### src/hdl/dur_pkg.sv
// Shared types and constants for the dual ultrasonic range and direction unit
`timescale 1ns / 1ps
`default_nettype none

package dur_pkg;

  // default parameter values
  localparam int COUNT_WIDTH_DEF = 16;
  localparam int STAMP_WIDTH_DEF = 32;

  // fixed field widths
  localparam int TRIG_W     = 10;
  localparam int WIN_W      = 16;
  localparam int DIST_W     = 14;
  localparam int REM_W      = 7;
  localparam int CFG_ADDR_W = 2;
  localparam int CFG_DATA_W = 16;

  // register indexes
  localparam logic [CFG_ADDR_W-1:0] REG_TRIG_LEN = 2'd0;
  localparam logic [CFG_ADDR_W-1:0] REG_WIN_MIN  = 2'd1;
  localparam logic [CFG_ADDR_W-1:0] REG_WIN_MAX  = 2'd2;

  // register reset values
  localparam logic [TRIG_W-1:0] TRIG_LEN_RST = 10'd10;
  localparam logic [WIN_W-1:0]  WIN_MIN_RST  = 16'd1177;
  localparam logic [WIN_W-1:0]  WIN_MAX_RST  = 16'd5882;

  // distance scale: mm = count * 17 / 100
  localparam logic [REM_W-1:0]  DIST_NUM = 7'd17;
  localparam logic [REM_W-1:0]  DIST_DEN = 7'd100;
  localparam logic [DIST_W-1:0] DIST_MAX = 14'h3FFF;

  typedef enum logic [1:0] {
    PH_IDLE,
    PH_TRIG,
    PH_WAIT,
    PH_COUNT
  } phase_t;

  typedef struct packed {
    logic [TRIG_W-1:0] trig_len;
    logic [WIN_W-1:0]  win_min;
    logic [WIN_W-1:0]  win_max;
  } cfg_t;

  typedef struct packed {
    logic trig;
    logic done;
    logic hit;
  } chan_stat_t;

endpackage

`default_nettype wire

### src/hdl/dur_channel.sv
// One ranging channel: trigger pulse, echo timing and running distance
`timescale 1ns / 1ps
`default_nettype none

module dur_channel
  import dur_pkg::*;
#(
  parameter int COUNT_WIDTH = COUNT_WIDTH_DEF
) (
  input  wire logic              clk,
  input  wire logic              rst_n,
  input  wire logic              step,
  input  wire logic              arm,
  input  wire logic              echo,
  input  wire cfg_t              cfg,
  output chan_stat_t             stat,
  output logic [DIST_W-1:0]      range_mm
);

  localparam int CMP_W = (COUNT_WIDTH > WIN_W) ? COUNT_WIDTH : WIN_W;
  localparam logic [COUNT_WIDTH-1:0] COUNT_MAX = {COUNT_WIDTH{1'b1}};

  phase_t                 phase_r, phase_nxt;
  logic [TRIG_W-1:0]      left_r, left_nxt;
  logic [COUNT_WIDTH-1:0] count_r, count_nxt;
  logic [DIST_W-1:0]      quot_r, quot_nxt;
  logic [REM_W-1:0]       rem_r, rem_nxt;
  logic [DIST_W-1:0]      dist_r, dist_nxt;
  logic                   prev_r;

  logic [TRIG_W-1:0] trig_len_eff;
  logic [REM_W-1:0]  rem_sum;
  logic              in_window;

  // zero length trigger acts as one tick
  assign trig_len_eff = (cfg.trig_len == '0) ? TRIG_W'(1) : cfg.trig_len;
  assign rem_sum      = rem_r + DIST_NUM;
  assign in_window    = (CMP_W'(count_r) >= CMP_W'(cfg.win_min)) &&
                        (CMP_W'(count_r) <= CMP_W'(cfg.win_max));

  // next state; quotient and remainder of count*17/100 track the count
  always_comb begin
    phase_nxt = phase_r;
    left_nxt  = left_r;
    count_nxt = count_r;
    quot_nxt  = quot_r;
    rem_nxt   = rem_r;
    dist_nxt  = dist_r;
    case (phase_r)
      PH_IDLE: begin
        if (arm) begin
          left_nxt  = trig_len_eff - TRIG_W'(1);
          phase_nxt = (left_nxt == '0) ? PH_WAIT : PH_TRIG;
        end
      end
      PH_TRIG: begin
        if (left_r != '0) left_nxt = left_r - TRIG_W'(1);
        if (left_nxt == '0) phase_nxt = PH_WAIT;
      end
      PH_WAIT: begin
        if (echo && !prev_r) begin
          count_nxt = COUNT_WIDTH'(1);
          quot_nxt  = '0;
          rem_nxt   = DIST_NUM;
          phase_nxt = PH_COUNT;
        end
      end
      PH_COUNT: begin
        if (echo) begin
          if (count_r != COUNT_MAX) begin
            count_nxt = count_r + COUNT_WIDTH'(1);
            if (rem_sum >= DIST_DEN) begin
              rem_nxt = rem_sum - DIST_DEN;
              if (quot_r != DIST_MAX) quot_nxt = quot_r + DIST_W'(1);
            end else begin
              rem_nxt = rem_sum;
            end
          end
        end else begin
          dist_nxt  = quot_r;
          phase_nxt = PH_IDLE;
        end
      end
      default: begin
        phase_nxt = PH_IDLE;
      end
    endcase
  end

  // per-tick status
  always_comb begin
    stat.trig = ((phase_r == PH_IDLE) && arm) || (phase_r == PH_TRIG);
    stat.done = (phase_r == PH_COUNT) && !echo;
    stat.hit  = (phase_r == PH_COUNT) && !echo && in_window;
  end

  assign range_mm = dist_nxt;

  // control state
  always_ff @(posedge clk) begin
    if (!rst_n) begin
      phase_r <= PH_IDLE;
      left_r  <= '0;
      prev_r  <= 1'b0;
      dist_r  <= '0;
    end else if (step) begin
      phase_r <= phase_nxt;
      left_r  <= left_nxt;
      prev_r  <= echo;
      dist_r  <= dist_nxt;
    end
  end

  // echo timing datapath
  always_ff @(posedge clk) begin
    if (step) begin
      count_r <= count_nxt;
      quot_r  <= quot_nxt;
      rem_r   <= rem_nxt;
    end
  end

`ifndef SYNTHESIS
  a_fall_ends: assert property (@(posedge clk) disable iff (!rst_n)
    step && (phase_r == PH_COUNT) && !echo |=> phase_r == PH_IDLE)
    else $error("channel did not return to idle after echo fall");
  a_rise_starts: assert property (@(posedge clk) disable iff (!rst_n)
    step && (phase_r == PH_WAIT) && echo && !prev_r
      |=> (phase_r == PH_COUNT) && (count_r == COUNT_WIDTH'(1)))
    else $error("echo rise did not start the count at one");
  a_rem_range: assert property (@(posedge clk) disable iff (!rst_n)
    phase_r == PH_COUNT |-> rem_r < DIST_DEN)
    else $error("distance remainder out of range");
`endif

endmodule

`default_nettype wire

### src/hdl/dur_direction.sv
// Tick timer, completion stamps and direction decision
`timescale 1ns / 1ps
`default_nettype none

module dur_direction
  import dur_pkg::*;
#(
  parameter int STAMP_WIDTH = STAMP_WIDTH_DEF
) (
  input  wire logic clk,
  input  wire logic rst_n,
  input  wire logic step,
  input  wire logic hit_a,
  input  wire logic hit_b,
  output logic      crossed,
  output logic      entering
);

  logic [STAMP_WIDTH-1:0] tick_r;
  logic [STAMP_WIDTH-1:0] stamp_a_r, stamp_a_nxt;
  logic [STAMP_WIDTH-1:0] stamp_b_r, stamp_b_nxt;
  logic                   seen_a_r, seen_b_r;
  logic                   pend_a, pend_b;
  logic                   dir_r, dir_nxt;

  // stamp on in-window completion, decide once both are present
  always_comb begin
    stamp_a_nxt = hit_a ? tick_r : stamp_a_r;
    stamp_b_nxt = hit_b ? tick_r : stamp_b_r;
    pend_a      = seen_a_r | hit_a;
    pend_b      = seen_b_r | hit_b;
    crossed     = pend_a & pend_b;
    dir_nxt     = crossed ? (stamp_b_nxt > stamp_a_nxt) : dir_r;
  end

  assign entering = dir_nxt;

  // control state
  always_ff @(posedge clk) begin
    if (!rst_n) begin
      tick_r   <= '0;
      seen_a_r <= 1'b0;
      seen_b_r <= 1'b0;
      dir_r    <= 1'b0;
    end else if (step) begin
      tick_r   <= tick_r + STAMP_WIDTH'(1);
      seen_a_r <= pend_a & ~crossed;
      seen_b_r <= pend_b & ~crossed;
      dir_r    <= dir_nxt;
    end
  end

  // stamps are read only while their seen flag is set
  always_ff @(posedge clk) begin
    if (step) begin
      stamp_a_r <= stamp_a_nxt;
      stamp_b_r <= stamp_b_nxt;
    end
  end

endmodule

`default_nettype wire

### src/hdl/dual_ultrasonic_range_direction_unit.sv
// Top level: config registers, two ranging channels, direction logic, result register
// The result of a tick is registered and appears on out_* in the cycle after its input beat.
// Throughput: one tick per cycle while out_tready is high; the output register lets
//   a new beat in while the previous result is taken in the same cycle.
// Distance comes from a running quotient kept alongside the echo count, no divider.
// Reset (rst_n low, synchronous): channels idle, seen flags cleared, tick time zero,
//   registers at trigger_length 10, window 1177..5882, output empty.
`timescale 1ns / 1ps
`default_nettype none

module dual_ultrasonic_range_direction_unit
  import dur_pkg::*;
#(
  parameter int COUNT_WIDTH = COUNT_WIDTH_DEF,
  parameter int STAMP_WIDTH = STAMP_WIDTH_DEF
) (
  input  wire logic                  clk,
  input  wire logic                  rst_n,
  // in_tdata: arm, echo_a, echo_b, zero pad
  input  wire logic                  in_tvalid,
  output logic                       in_tready,
  input  wire logic [7:0]            in_tdata,
  // out_tdata: trig_a, trig_b, range_a_mm[13:0], range_b_mm[13:0], range_a_new,
  //   range_b_new, crossing_done, entering, zero pad
  output logic                       out_tvalid,
  input  wire logic                  out_tready,
  output logic [39:0]                out_tdata,
  input  wire logic                  cfg_valid,
  output logic                       cfg_ready,
  input  wire logic [CFG_ADDR_W-1:0] cfg_addr,
  input  wire logic [CFG_DATA_W-1:0] cfg_data
);

  cfg_t              cfg_r;
  logic              in_beat;
  logic              arm, echo_a, echo_b;
  chan_stat_t        stat_a, stat_b;
  logic [DIST_W-1:0] dist_a, dist_b;
  logic              crossed, entering;
  logic              out_valid_r;
  logic [39:0]       out_data_r, out_data_nxt;

  // input handshake
  assign in_tready = !out_valid_r || out_tready;
  assign in_beat   = in_tvalid && in_tready;
  assign arm       = in_tdata[0];
  assign echo_a    = in_tdata[1];
  assign echo_b    = in_tdata[2];

  // config registers
  assign cfg_ready = 1'b1;
  always_ff @(posedge clk) begin
    if (!rst_n) begin
      cfg_r.trig_len <= TRIG_LEN_RST;
      cfg_r.win_min  <= WIN_MIN_RST;
      cfg_r.win_max  <= WIN_MAX_RST;
    end else if (cfg_valid) begin
      case (cfg_addr)
        REG_TRIG_LEN: cfg_r.trig_len <= cfg_data[TRIG_W-1:0];
        REG_WIN_MIN:  cfg_r.win_min  <= cfg_data[WIN_W-1:0];
        REG_WIN_MAX:  cfg_r.win_max  <= cfg_data[WIN_W-1:0];
        default: ;
      endcase
    end
  end

  dur_channel #(.COUNT_WIDTH(COUNT_WIDTH)) u_chan_a (
    .clk     (clk),
    .rst_n   (rst_n),
    .step    (in_beat),
    .arm     (arm),
    .echo    (echo_a),
    .cfg     (cfg_r),
    .stat    (stat_a),
    .range_mm(dist_a)
  );

  dur_channel #(.COUNT_WIDTH(COUNT_WIDTH)) u_chan_b (
    .clk     (clk),
    .rst_n   (rst_n),
    .step    (in_beat),
    .arm     (arm),
    .echo    (echo_b),
    .cfg     (cfg_r),
    .stat    (stat_b),
    .range_mm(dist_b)
  );

  dur_direction #(.STAMP_WIDTH(STAMP_WIDTH)) u_dir (
    .clk     (clk),
    .rst_n   (rst_n),
    .step    (in_beat),
    .hit_a   (stat_a.hit),
    .hit_b   (stat_b.hit),
    .crossed (crossed),
    .entering(entering)
  );

  // result beat packing
  assign out_data_nxt = {6'd0, entering, crossed, stat_b.done, stat_a.done,
                         dist_b, dist_a, stat_b.trig, stat_a.trig};

  // output register
  always_ff @(posedge clk) begin
    if (!rst_n) begin
      out_valid_r <= 1'b0;
    end else if (in_beat) begin
      out_valid_r <= 1'b1;
    end else if (out_tready) begin
      out_valid_r <= 1'b0;
    end
  end

  always_ff @(posedge clk) begin
    if (in_beat) out_data_r <= out_data_nxt;
  end

  assign out_tvalid = out_valid_r;
  assign out_tdata  = out_data_r;

`ifndef SYNTHESIS
  a_empty_ready: assert property (@(posedge clk) disable iff (!rst_n)
    !out_valid_r |-> in_tready)
    else $error("input stalled while output register empty");
  a_beat_fills: assert property (@(posedge clk) disable iff (!rst_n)
    in_beat |=> out_tvalid)
    else $error("accepted beat produced no result");
  a_drain: assert property (@(posedge clk) disable iff (!rst_n)
    out_tvalid && out_tready && !in_beat |=> !out_tvalid)
    else $error("result repeated after it was taken");
`endif

endmodule

`default_nettype wire

### config.mk
export PLATFORM = sky130hd
export DESIGN_NAME = dual_ultrasonic_range_direction_unit
export DESIGN_NICKNAME = d
export VERILOG_FILES = /design/src/hdl/dur_pkg.sv /design/src/hdl/dur_channel.sv /design/src/hdl/dur_direction.sv /design/src/hdl/dual_ultrasonic_range_direction_unit.sv
export SDC_FILE = /design/constraint.sdc
export NUM_CORES = 1
export LEC_CHECK = 0
export BUFFER_PORTS_ARGS = -buffer_cell sky130_fd_sc_hd__buf_2
export CAP_MARGIN = 25
export CORE_MARGIN = 2
export CORE_UTILIZATION = 31
export CTS_CLUSTER_SIZE = 24
export DETAILED_ROUTE_END_ITERATION = 12
export GPL_TIMING_DRIVEN = 0
export MAX_ROUTING_LAYER = met4
export PLACE_DENSITY_LB_ADDON = 0.08
export SYNTH_ARGS = -nofsm -noshare
export SYNTH_HDL_FRONTEND = slang
export SYNTH_HIERARCHICAL = 1
export SYNTH_SLANG_ARGS = --single-unit
### constraint.sdc
create_clock -name clk -period 18.4 [get_ports clk]
set_input_delay 0.92 -clock clk [delete_from_list [all_inputs] [get_ports clk]]
set_output_delay 0.92 -clock clk [all_outputs]
set_load 0.1 [all_outputs]
Word-level counts from Yosys, hierarchy flattened:

Index checks and enable logic that the tools add are counted.

* register bits after elaboration: 304
* output and inout bits: 43
* word-level logic and storage cells: 179

* add/subtract/negate cells: 12
* mux-type cells: 57
* $lt $le $gt $ge: 7
* reduce and logical (&&, ||, !) cells: 44
* equal/unequal tests: 28
* bitwise gates (word level): 6

Operators by type and width (count)
* $mux W14: 14
* $mux W16: 6
* $mux W32: 2
* $pmux W16 S2: 2
* $mux W10: 6
* $mux W7: 8
* $pmux W14 S2: 2
* $logic_not A10 Y1: 4
* $pmux W10 S2: 2
* $add A16 B1 Y16 const B: 2
* $add A32 B1 Y32 const B: 1
* $ge A16 B16 Y1: 2
* $gt A32 B32 Y1: 1
* $le A16 B16 Y1: 2
* $ne A16 B16 Y1 const B: 2
* $sub A10 B1 Y10 const B: 3
* $add A14 B1 Y14 const B: 2
* $ne A14 B14 Y1 const B: 2
* $pmux W7 S2: 2
* $ne A2 B1 Y1 const B: 10
* $reduce_and A5 Y1: 4
* $reduce_bool A10 Y1: 2
* $mux W2: 8
* $pmux W2 S4: 2
* other kinds (18): 63

Depth between registers and ports, before layout:

Gate-level depths: netlist of the first run.

* depth after elaboration: 7
* mapped depth: 17
* mapped depth without buffers: 15

By module:

Netlist of the first run, hierarchy kept.

By module, submodules not included
* dur_channel: area an instance 4804.6 um2, cells each 528, instances 2
* dur_direction: area an instance 5043.6 um2, cells each 440, instances 1
* dual_ultrasonic_range_direction_unit: area an instance 2805.2 um2, cells each 216, instances 1

Worst setup path before layout of the first run:

Ideal clock, no wire load.

* path kind: in2reg
* from: input out_tready
* to: register u_chan_a.quot_r[0], enable pin
* stages on the path: 6
* setup time: 406 ps
* arrival: 7637 ps
* slack: 10357 ps
* data required time: 17994 ps
* cells stage by stage: nand2b_1 > and2_1 > clkbuf_1 > nand2_1 > nor3_1 > a21boi_0

* cells in the longest elaborated chain, start to end: 3

Ends and longest elaborated chain
* start: declaration: RTL line dual_ultrasonic_range_direction_unit.sv:26 `input wire logic out_tready,`
* $logic_or A1 B1 Y1: RTL line dual_ultrasonic_range_direction_unit.sv:44 `assign in_tready = !out_valid_r || out_tready;`
* $logic_and A1 B1 Y1: RTL line dual_ultrasonic_range_direction_unit.sv:45 `assign in_beat = in_tvalid && in_tready;`
* via in_beat: RTL line dual_ultrasonic_range_direction_unit.sv:35 `logic in_beat;`
* $reduce_and A7 Y1 (no line)
* end signal: assignment: RTL line dur_channel.sv:118 `quot_r <= quot_nxt;`
* end: declaration: RTL line dur_channel.sv:26 `logic [DIST_W-1:0] quot_r, quot_nxt;`

The timed path passes the listed nets, and every way through them passes these cells.
A chain may end at the register's enable or synchronous reset.

==> flow_summary_export.csv, run 1 <==
group,metric,value,unit
yosys,postSynth.asyncResetShare,0,
yosys,synth.top_cell.area_share,0.2959,
sta,skew,0.01337,ns
floorplanning,die_y,241.3,um
critical_path,crit_type,"flop to flop",
floorplanning,io_pins,74,
yosys,synthTopCellsByCount,"172 x edfxtp_1, 138 x inv_1, 132 x dfxtp_1",
clocking,cts_tree,"yes",
detailed_routing,drt_iter0_markers,567,
sta,setup_viol_count_final,0,
sta,rsz0062_at_grt,"false",
sta,slew_headroom,0.3317,
place,pre_cts_ws,11.85,ns
status,outcome,"finished, final reports clean",
floorplanning,core,55420,um^2
power,power.density,94.36,nW/um^2
yosys,syn_inst,1712,
global_route,antenna_found_initial,0,
final_layout,drive_gt1_frac,0.1289,
flow_run,cap_violations,0,
clocking,clock_path_buffers,3,
global_route,gr-usage-all-layers,0.1632,
clocking,cts_sinks,304,
sta,worst_pin_slew,1.002,ns
yosys,synth_top_flop_cell,"edfxtp_1",
sta,tns,0,ns
detailed_routing,vias,12670,
power,ir_drop,58.71,uV
sta,period_minus_slack,6.077,ns
power,total_power,1.893,mW
global_route,grt_max_degree,64,
critical_path,worst-path-max-fanout,10,
yosys,post-synth-top-area-cell,"edfxtp_1",
critical_path,cp_data_arrival_time,6.34,ns
yosys,synthMostInstantiatedCell,"edfxtp_1",
detailed_routing,wl,45520,um
floorplanning,rows,86,
clocking,cts_buffers,40,
place,place.gp.congestion,0.8425,
critical_path,worstPathRequired,18.67,ns
yosys,ys.warnings.count,6,
yosys,ys_seq_elements,304,
place,dpl.cell_count,2530,
detailed_routing,viasPerCell,4.868,
floorplanning,dieArea,58230,um^2
yosys,synth-edff-count,172,
place,hpwl,32900,um
final_layout,areaGrowthSynthToFinish,14.94,%
yosys,yosysSeqAreaShare,0.4472,
place,port_buffers,59,
global_route,grt_overflow,0,
clocking,cts_setup_buffers,0,
yosys,avgSynthCellArea,10.20,um^2
clocking,post_cts_resize_count,0,
global_route,grt_pass1_wl,71810,um
clocking,cts_hold_buf,0,
sta,fmax,0.1645,GHz
detailed_routing,drt_pre_antenna_iters,5,
global_route,first_global_vias,12600,
sta,hold_violations,0,
clocking,clk_pin_slew,0.06,ns
final_layout,n_antenna_cell,0,
detailed_routing,drc,0,
final_layout,finalNonFillerCells,2602,
yosys,yosys-top-cells-area,"edfxtp_1 30%, dfxtp_1 15%, ha_1 8.7%",
detailed_routing,post_drt_wl_per_cell,17.50,um
detailed_routing,postRouteAntennaNets,0,
clocking,clk_latency,0.55,ns
sta,layout_setup_ws,12.32,ns
clocking,cts-root-buf,"clkbuf_16",
floorplanning,start_util,0.3150,
yosys,synthesis.area,17460,um^2
power,leakage,7.915,nW
sta,finalMaxSlewViolations,0,
critical_path,cp-start-kind,"flop",
clocking,h-tree-depth,2,
final_layout,nNetsFinal,1976,
floorplanning,die_w,241.3,um
critical_path,setup.worst_path.end_class,"flop",
sta,post-route-period-util,0.3303,
yosys,ys_types,76,
min_path,hp-class,"flop to flop",
final timing paths:
kind	startpoint	end	slack [ns]	depth (start not counted)
setup / recovery	u_chan_b/phase_r[1]	out_tdata[33]	12.32	14
hold / removal	cfg_r[18]	cfg_r[18]	0.49	2
setup reg to reg	u_chan_b/phase_r[1]	out_tdata[33]	12.32	14
hold reg to reg	cfg_r[18]	cfg_r[18]	0.49	2
worst max-delay path, cell delays in order (launching register included):
cell and delay [ns]:
dfxtp_1 0.40, ha_1 0.37, nor2b_1 0.32, clkbuf_1 0.39
clkbuf_1 0.68, o311a_1 0.32, clkbuf_1 0.48, buf_1 0.72
mux2_2 0.43, ha_1 0.31, nand4_1 0.22, nor4_1 0.72
nand2_1 0.14, o211ai_1 0.13, o211ai_1 0.16
metal layers:
metal | global-route usage | wire length (um) | vias to the layer above
met5 | - | 0 | -
met4 | 0.05387 | 1215 | 0
met3 | 0.02336 | 1296 | 67
met2 | 0.2549 | 20390 | 165
met1 | 0.2175 | 22620 | 6077
li1 | - | - | 6358
sequential cells by signal, summed over array words and instances (netlist names), 16 cells and up:
register	flops
cfg_r	42
out_tdata	34
u_chan_a/count_r	16
u_chan_b/count_r	16
u_dir/stamp_a_r	32
u_dir/stamp_b_r	32
u_dir/tick_r	32
layout by cell type, fill, tap and decap left out, drive strengths merged, types with 5 or more instances in the layout:
master  instances
edfxtp        172
inv           140
dfxtp         132
ha            121
clkbuf        121
nand2         116
mux2i         107
nor2          105
buf            87
a21oi          68
xnor2          66
mux2           62
and2           60
o21ai          54
nand3          38
nand4          37
nor3           36
nor2b          27
and3           26
xor2           25
nor4           24
or3            22
a21o           21
nand2b         16
o211ai         14
o21a           12
o22ai          10
and4            9
a21boi          9
nor3b           9
clkinv          8
conb            7
a211oi          7
o31ai           7
a31oi           6
nand4b          5
nand3b          5
or4             5
report_power, final:
group	internal (mW)	switching [mW]	total (mW)
clock	0.453	0.303	0.756
combinational	0.128	0.223	0.351
sequential	0.756	0.0307	0.787
per-stage QoR:
step / hold WS, ns / util / cell area, um^2
CTS: 0.4853 / 0.3621 / 20070
floorplan: 0.4478 / - / 17480
global placement: 0.4688 / 0.3376 / 18710
global route: 0.5073 / 0.3621 / 20070
finish: 0.4858 / 0.3621 / 20070
detailed placement: 0.4700 / 0.3394 / 18810
area by class of cell:
type / instances / area [um^2]
clock buffers: 62 / 1176
fillers: 5536 / 35350
plain buffers: 81 / 371.6
flip-flops and latches: 304 / 7807
multi-input cells: 1192 / 8788
clock inverters: 10 / 81.33
repair buffers: 65 / 379.1
inverters: 140 / 525.5
well taps: 748 / 935.9
kinds of logic after synthesis:
family | count (synthesis) | share of synthesized area
AO/OA/AOI/OAI | 249 | 0.09618
XOR/XNOR | 91 | 0.04565
adder cells (fa/ha/maj) | 121 | 0.08672
buffers and inverters | 221 | 0.05139
flip-flops | 304 | 0.4472
multiplexers | 169 | 0.1013
other | 2 | 0.0004302
AND/OR/NAND/NOR | 555 | 0.1711
Note: power is estimated with default switching activity, not from simulation.
==> run 2, diff against run 1 <==
--- a/config.mk
+++ b/config.mk
@@ -5,6 +5,7 @@
 export SDC_FILE = /design/constraint.sdc
 export NUM_CORES = 1
 export LEC_CHECK = 0
+export ABC_AREA = 1
 export BUFFER_PORTS_ARGS = -buffer_cell sky130_fd_sc_hd__buf_2
 export CAP_MARGIN = 25
 export CORE_MARGIN = 2
==> constraint.sdc (replaced) <==
create_clock -name clk -period 6 [get_ports clk]
set_input_delay 0.3 -clock clk [delete_from_list [all_inputs] [get_ports clk]]
set_output_delay 0.3 -clock clk [all_outputs]
set_load 0.1 [all_outputs]
==> flow_summary_export.csv, run 2 <==
group,metric,value,unit
detailed_routing,drt_pre_antenna_iters,5,
sta,worst_pin_slew,0.9386,ns
critical_path,setup.worst_path.end_class,"flop",
floorplanning,dieArea,59280,um^2
yosys,synth_top_flop_cell,"edfxtp_1",
critical_path,crit_path_cell_trace,"ha_1 -> nand2_1 -> inv_1 -> nand3_1 -> nor3_1 -> nand3_1 -> nand3_1 -> nand2_1 -> nor2_1 -> clkbuf_1 -> clkbuf_1 -> a21oi_1 -> ha_1 -> nand2_1 -> nor2_1 -> nand4_1 -> nor2_1 -> a21oi_1 -> nand2_1 -> nand2_1",
detailed_routing,post_drt_wl_per_cell,15.26,um
final_layout,layout_common_cells,"424 x nand2_1, 384 x inv_1, 252 x nor2_1, 197 x a21oi_1",
power,power.density,286.5,nW/um^2
critical_path,reg2reg_depth,20,
detailed_routing,drc,0,
global_route,grt_busiest_layer,"met2",
clocking,cts_buffers,39,
final_layout,final_util,0.3642,
critical_path,slowest_stage,"clkbuf_1",
global_route,grt_max_degree,29,
sta,fin_hold_ws,0.02883,ns
flow_run,cap_violations,0,
detailed_routing,wl,48480,um
clocking,h-tree-depth,2,
power,leakage,8.956,nW
floorplanning,rows,87,
yosys,ys_types,49,
sta,setup_viol_count_final,0,
sta,slew_headroom,0.3736,
final_layout,final_common_cell,"nand2_1",
final_layout,stdcell_area,20580,um^2
critical_path,crit_type,"flop to flop",
global_route,globalRouteMet2Util,0.2743,
critical_path,worstPathRequired,6.31,ns
sta,tns,0,ns
clocking,cts_tree,"yes",
yosys,avgSynthCellArea,7.839,um^2
yosys,synthesis.area,17780,um^2
yosys,yosysSeqAreaShare,0.4391,
place,hpwl,36400,um
global_route,first_global_vias,14260,
floorplanning,core,56500,um^2
global_route,gr-usage-all-layers,0.1691,
final_layout,nFillCells,5910,
global_route,grt_use_met1,0.2202,
critical_path,cp_slowest_stage_delay,0.64,ns
place,placed_area,19170,um^2
global_route,antenna_found_initial,1,
clocking,cts_sinks,304,
clocking,clock_path_buffers,3,
yosys,post-synth-top-area-cell,"edfxtp_1",
critical_path,crit_family,"simple AND/OR/NAND/NOR gates",
critical_path,worst-path-max-fanout,10,
floorplanning,io_pins,74,
place,place.gp.congestion,0.8509,
final_layout,n_antenna_cell,0,
sta,finalMaxSlewViolations,0,
final_layout,largest_register,"cfg_r",
clocking,post_cts_resize_count,0,
detailed_routing,drt_iter0_markers,788,
final_layout,areaGrowthSynthToFinish,15.74,%
floorplanning,die_y,243.5,um
critical_path,crit_top_cell,"nand2_1",
critical_path,cp_data_arrival_time,5.27,ns
detailed_routing,postRouteAntennaNets,0,
global_route,grt_use_met3,0.02346,
power,ir_drop,163.0,uV
yosys,yosys-top-cells-area,"edfxtp_1 29%, dfxtp_1 15%, nand2_1 9.0%",
yosys,syn_inst,2268,
yosys,synthMostInstantiatedCell,"nand2_1",
yosys,ys.warnings.count,6,
yosys,postSynth.asyncResetShare,0,
final_layout,drive_gt1_frac,0.08967,
clocking,cts_setup_buffers,0,
clocking,clk_pin_slew,0.06,ns
floorplanning,die_w,243.5,um
yosys,synth.top_cell.area_share,0.2905,
sta,hold_violations,0,
sta,layout_setup_ws,1.041,ns
global_route,grt_pass1_wl,77740,um
floorplanning,start_util,0.3147,
critical_path,path_depth,20,
final_layout,nNetsFinal,2541,
sta,post-route-period-util,0.8265,
final_layout,largest_register_ffs,42,
place,port_buffers,61,
global_route,grt_overflow,0,
sta,fmax,0.2017,GHz
yosys,ys_seq_elements,304,
detailed_routing,vias,14810,
yosys,synth-edff-count,172,
sta,period_minus_slack,4.959,ns
critical_path,r2r_slack,1.04,ns
sta,skew,0.02389,ns
critical_path,critPathBufInv,3,
clocking,cts-root-buf,"clkbuf_16",
sta,rsz0062_at_grt,"false",
yosys,synthTopCellsByCount,"424 x nand2_1, 384 x inv_1, 252 x nor2_1",
place,pre_cts_ws,1.054,ns
clocking,clk_latency,0.56,ns
detailed_routing,viasPerCell,4.663,
min_path,holdPathStages,3,
min_path,hp-class,"primary input to flop",
critical_path,cp-start-kind,"flop",
status,outcome,"finished, final reports clean",
==> run 2: cell types whose count changed in the layout (fill, tap and decap cells not counted), sizes merged, moves of 58 or more <==
| cell | delta |
|---|---|
| nand2 | +322 |
| mux2 | -62 |
| inv | +253 |
| xnor2 | -58 |
| and2 | -60 |
| nor2 | +164 |
| nand3 | +85 |
| a21oi | +130 |
| o21ai | +119 |
| mux2i | -107 |
==> run 2: cell type report <==
cell class | count | area (um^2) | area share
inverter | 394 | 1479 | 0.07187
clock inverter | 13 | 156.4 | 0.007601
timing repair buffer | 75 | 491.7 | 0.02390
sequential | 304 | 7807 | 0.3794
multi-input combinational | 1505 | 8148 | 0.3960
buffer | 70 | 375.4 | 0.01824
clock buffer | 59 | 1174 | 0.05704
tap | 756 | 945.9 | 0.04597
==> run 2: path summary, 6_finish.rpt <==
kind | start | to
worst max register to register | u_chan_b/count_r[15] | out_tdata[33]
worst max-delay path | u_chan_b/count_r[15] | out_tdata[33]
worst min register to register | u_chan_b/prev_r | u_chan_b/prev_r
worst min-delay path | cfg_data[5] | cfg_r[21]
==> run 2: power breakdown <==
group | switching, mW | internal [mW] | leakage [nW]
clock network | 0.958 | 1.48 | 0.642
registers | 0.0873 | 2.34 | 2.72
logic | 0.716 | 0.310 | 5.59
total | 1.76 | 4.13 | 8.96
==> run 2: cell families after synthesis <==
kind of cell	Yosys count	synth area share
AOI/OAI and AO/OA	415	0.1239
xor gates and xnor gates	35	0.01724
adders and majority gates	121	0.08515
buffers and inverters	464	0.1043
DFF	304	0.4391
other	2	0.0004224
and+or+nand+nor	927	0.2298
==> run 2: stage by stage <==
stage,power (mW),cells
final,5.895,3176
after global routing,6.219,3176
after CTS,6.007,3176
after detailed placement,3.499,3096
after global placement,3.488,3090
after floorplan,3.239,2273
==> run 2: timing repair <==
item	CTS	global route
hold buffers	8	0
setup endpoints to repair	0	0
hold endpoints to repair	10	0
==> run 2: routing by layer <==
metal | share of wire | vias up
met5 | 0 | -
met4 | 0.024 | 0
met3 | 0.031 | 71
met2 | 0.46 | 206
met1 | 0.48 | 6847
li1 | - | 7685
==> run 2: worst reg2reg max path: stages, from the launching register on <==
cell and delay [ns]:
edfxtp_1 0.50, ha_1 0.35, nand2_1 0.07, inv_1 0.06
nand3_1 0.09, nor3_1 0.30, nand3_1 0.15, nand3_1 0.20
nand2_1 0.07, nor2_1 0.34, clkbuf_1 0.43, clkbuf_1 0.64
a21oi_1 0.23, ha_1 0.34, nand2_1 0.08, nor2_1 0.25
nand4_1 0.24, nor2_1 0.14, a21oi_1 0.08, nand2_1 0.09
nand2_1 0.08
==> run 3, diff against run 2 <==
--- a/config.mk
+++ b/config.mk
@@ -5,7 +5,7 @@
 export SDC_FILE = /design/constraint.sdc
 export NUM_CORES = 1
 export LEC_CHECK = 0
-export ABC_AREA = 1
+export ABC_AREA = 0
 export BUFFER_PORTS_ARGS = -buffer_cell sky130_fd_sc_hd__buf_2
 export CAP_MARGIN = 25
 export CORE_MARGIN = 2
==> constraint.sdc (replaced) <==
create_clock -name clk -period 5.2 [get_ports clk]
set_input_delay 0.26 -clock clk [delete_from_list [all_inputs] [get_ports clk]]
set_output_delay 0.26 -clock clk [all_outputs]
set_load 0.1 [all_outputs]
==> flow_summary_export.csv, run 3 (synthesis results as in run 1) <==
group,metric,value,unit
detailed_routing,viasPerCell,4.908,
final_layout,areaGrowthSynthToFinish,15.12,%
power,intPower,4.591,mW
critical_path,cp_data_arrival_time,5.21,ns
detailed_routing,post_drt_wl_per_cell,17.28,um
floorplanning,die_y,241.3,um
min_path,hold_end,"cfg_r[6]",
power,pwr-share-clk,0.385,
sta,post-route-period-util,0.9144,
power,power.density,326.7,nW/um^2
place,place.gp.congestion,0.8517,
clocking,clock_path_buffers,3,
clocking,clk_latency,0.55,ns
critical_path,crit_type,"flop to flop",
global_route,antenna_found_initial,0,
floorplanning,core,55420,um^2
detailed_routing,vias,12770,
place,port_buffers,59,
clocking,clk_pin_slew,0.06,ns
floorplanning,io_pins,74,
min_path,holdCritStartpoint,"cfg_data[6]",
detailed_routing,drc,0,
power,ir_drop,186.1,uV
floorplanning,rows,86,
sta,skew,0.02034,ns
global_route,grt_overflow,0,
final_layout,largest_register,"cfg_r",
place,hpwl,31950,um
global_route,gr-usage-all-layers,0.1610,
global_route,grt_max_degree,55,
final_layout,final_common_cell,"edfxtp_1",
flow_run,cap_violations,0,
sta,hold_violations,0,
min_path,holdPathStages,3,
detailed_routing,wl,44970,um
sta,period_minus_slack,4.755,ns
critical_path,reg2reg_depth,13,
floorplanning,start_util,0.3150,
clocking,cts_tree,"yes",
sta,fin_hold_ws,0.03039,ns
final_layout,layout_common_cells,"172 x edfxtp_1, 138 x inv_1, 132 x dfxtp_1, 121 x ha_1, 115 x nand2_1",
final_layout,largest_register_ffs,42,
clocking,h-tree-depth,2,
sta,setup_viol_count_final,0,
critical_path,setup.worst_path.end_class,"flop",
clocking,cts_buffers,38,
power,switchingPower,1.975,mW
critical_path,r2r_slack,0.45,ns
sta,worst_pin_slew,0.9075,ns
critical_path,r2r-end,"u_dir/dir_r",
final_layout,n_antenna_cell,0,
power,sw_frac_of_total,0.3008,
final_layout,drive_gt1_frac,0.1359,
clocking,cts-root-buf,"clkbuf_16",
sta,layout_setup_ws,0.4452,ns
floorplanning,die_w,241.3,um
clocking,cts_setup_buffers,0,
critical_path,r2r_start,"u_chan_b/phase_r[0]",
sta,fmax,0.2103,GHz
sta,tns,0,ns
final_layout,nNetsFinal,1978,
place,dpl.cell_count,2529,
power,total_power,6.566,mW
detailed_routing,drt_iter0_markers,678,
sta,rsz0062_at_grt,"false",
sta,slew_headroom,0.3894,
clocking,cts_sinks,304,
critical_path,worstPathRequired,5.66,ns
floorplanning,dieArea,58230,um^2
critical_path,cp-startpoint,"u_chan_b/phase_r[0]",
power,power_frac_comb,0.192,
detailed_routing,drt_pre_antenna_iters,4,
critical_path,worst-path-max-fanout,10,
critical_path,cp-start-kind,"flop",
global_route,first_global_vias,12500,
power,leakage,7.965,nW
sta,finalMaxSlewViolations,0,
detailed_routing,postRouteAntennaNets,0,
global_route,grt_pass1_wl,71130,um
status,outcome,"finished, final reports clean",
min_path,hp-class,"primary input to flop",
power,pwr-share-seq,0.423,
place,pre_cts_ws,-0.9970,ns
final_layout,finalNonFillerCells,2602,
[run 3: final cells by class]
class / count / area (um^2)
inverters: 140 / 525.5
flip-flops and latches: 304 / 7807
clock buffers: 53 / 1089
plain buffers: 79 / 382.9
repair buffers: 71 / 457.9
multi-input cells: 1192 / 8821
well taps: 748 / 935.9
fillers: 5585 / 35320
clock inverters: 15 / 77.57
[run 3: per-stage QoR]
stage | utilization | area, um^2
floorplan | - | 17500
global placement | 0.3380 | 18730
detailed placement | 0.3397 | 18830
CTS | 0.3626 | 20100
global route | 0.3627 | 20100
finish | 0.3627 | 20100
[run 3: how the worst max path moves through the flow]
stage,endpoint,slack (ns),depth (start not counted)
2_1_floorplan,u_chan_a/quot_r[0],0.21,6
6_report,u_dir/dir_r,0.45,13
3_5_place_dp,out_tdata[33],-1.0,13
3_3_place_gp,out_tdata[33],-1.05,13
5_1_grt,u_dir/dir_r,0.09,13
4_1_cts,out_tdata[33],0.05,13
[run 3: power groups by stage]
stage	logic, mW	registers (mW)	clock network (mW)
global route	1.39	2.80	2.72
global placement	1.24	2.83	0
floorplan	0.834	2.92	0
finish	1.26	2.78	2.53
CTS	1.27	2.78	2.64
detailed placement	1.25	2.83	0
[run 3: timing repair]
item | CTS | global route
gates resized for setup | 15 | 6
hold endpoints to repair | 11 | 0
hold buffers | 7 | 0
endpoints found under the setup margin | 2 | 2
pin swaps | 0 | 0
[run 3: per-layer routing]
metal  track usage  part of all wire
met1        0.2184              0.50
met2        0.2505              0.45
met3       0.02085             0.033
met4       0.04882             0.022
met5             -                 0
[run 3: critical path: stages (launching register included)]
cell and delay (ns):
dfxtp_1 0.38, ha_1 0.30, nor2b_1 0.35, clkbuf_2 0.30, clkbuf_2 0.39, o311a_2 0.42, buf_2 0.39, mux2_2 0.40
ha_1 0.31, nand4_1 0.20, or3_1 0.44, nor4_1 0.40, o31ai_1 0.14, a311oi_1 0.23
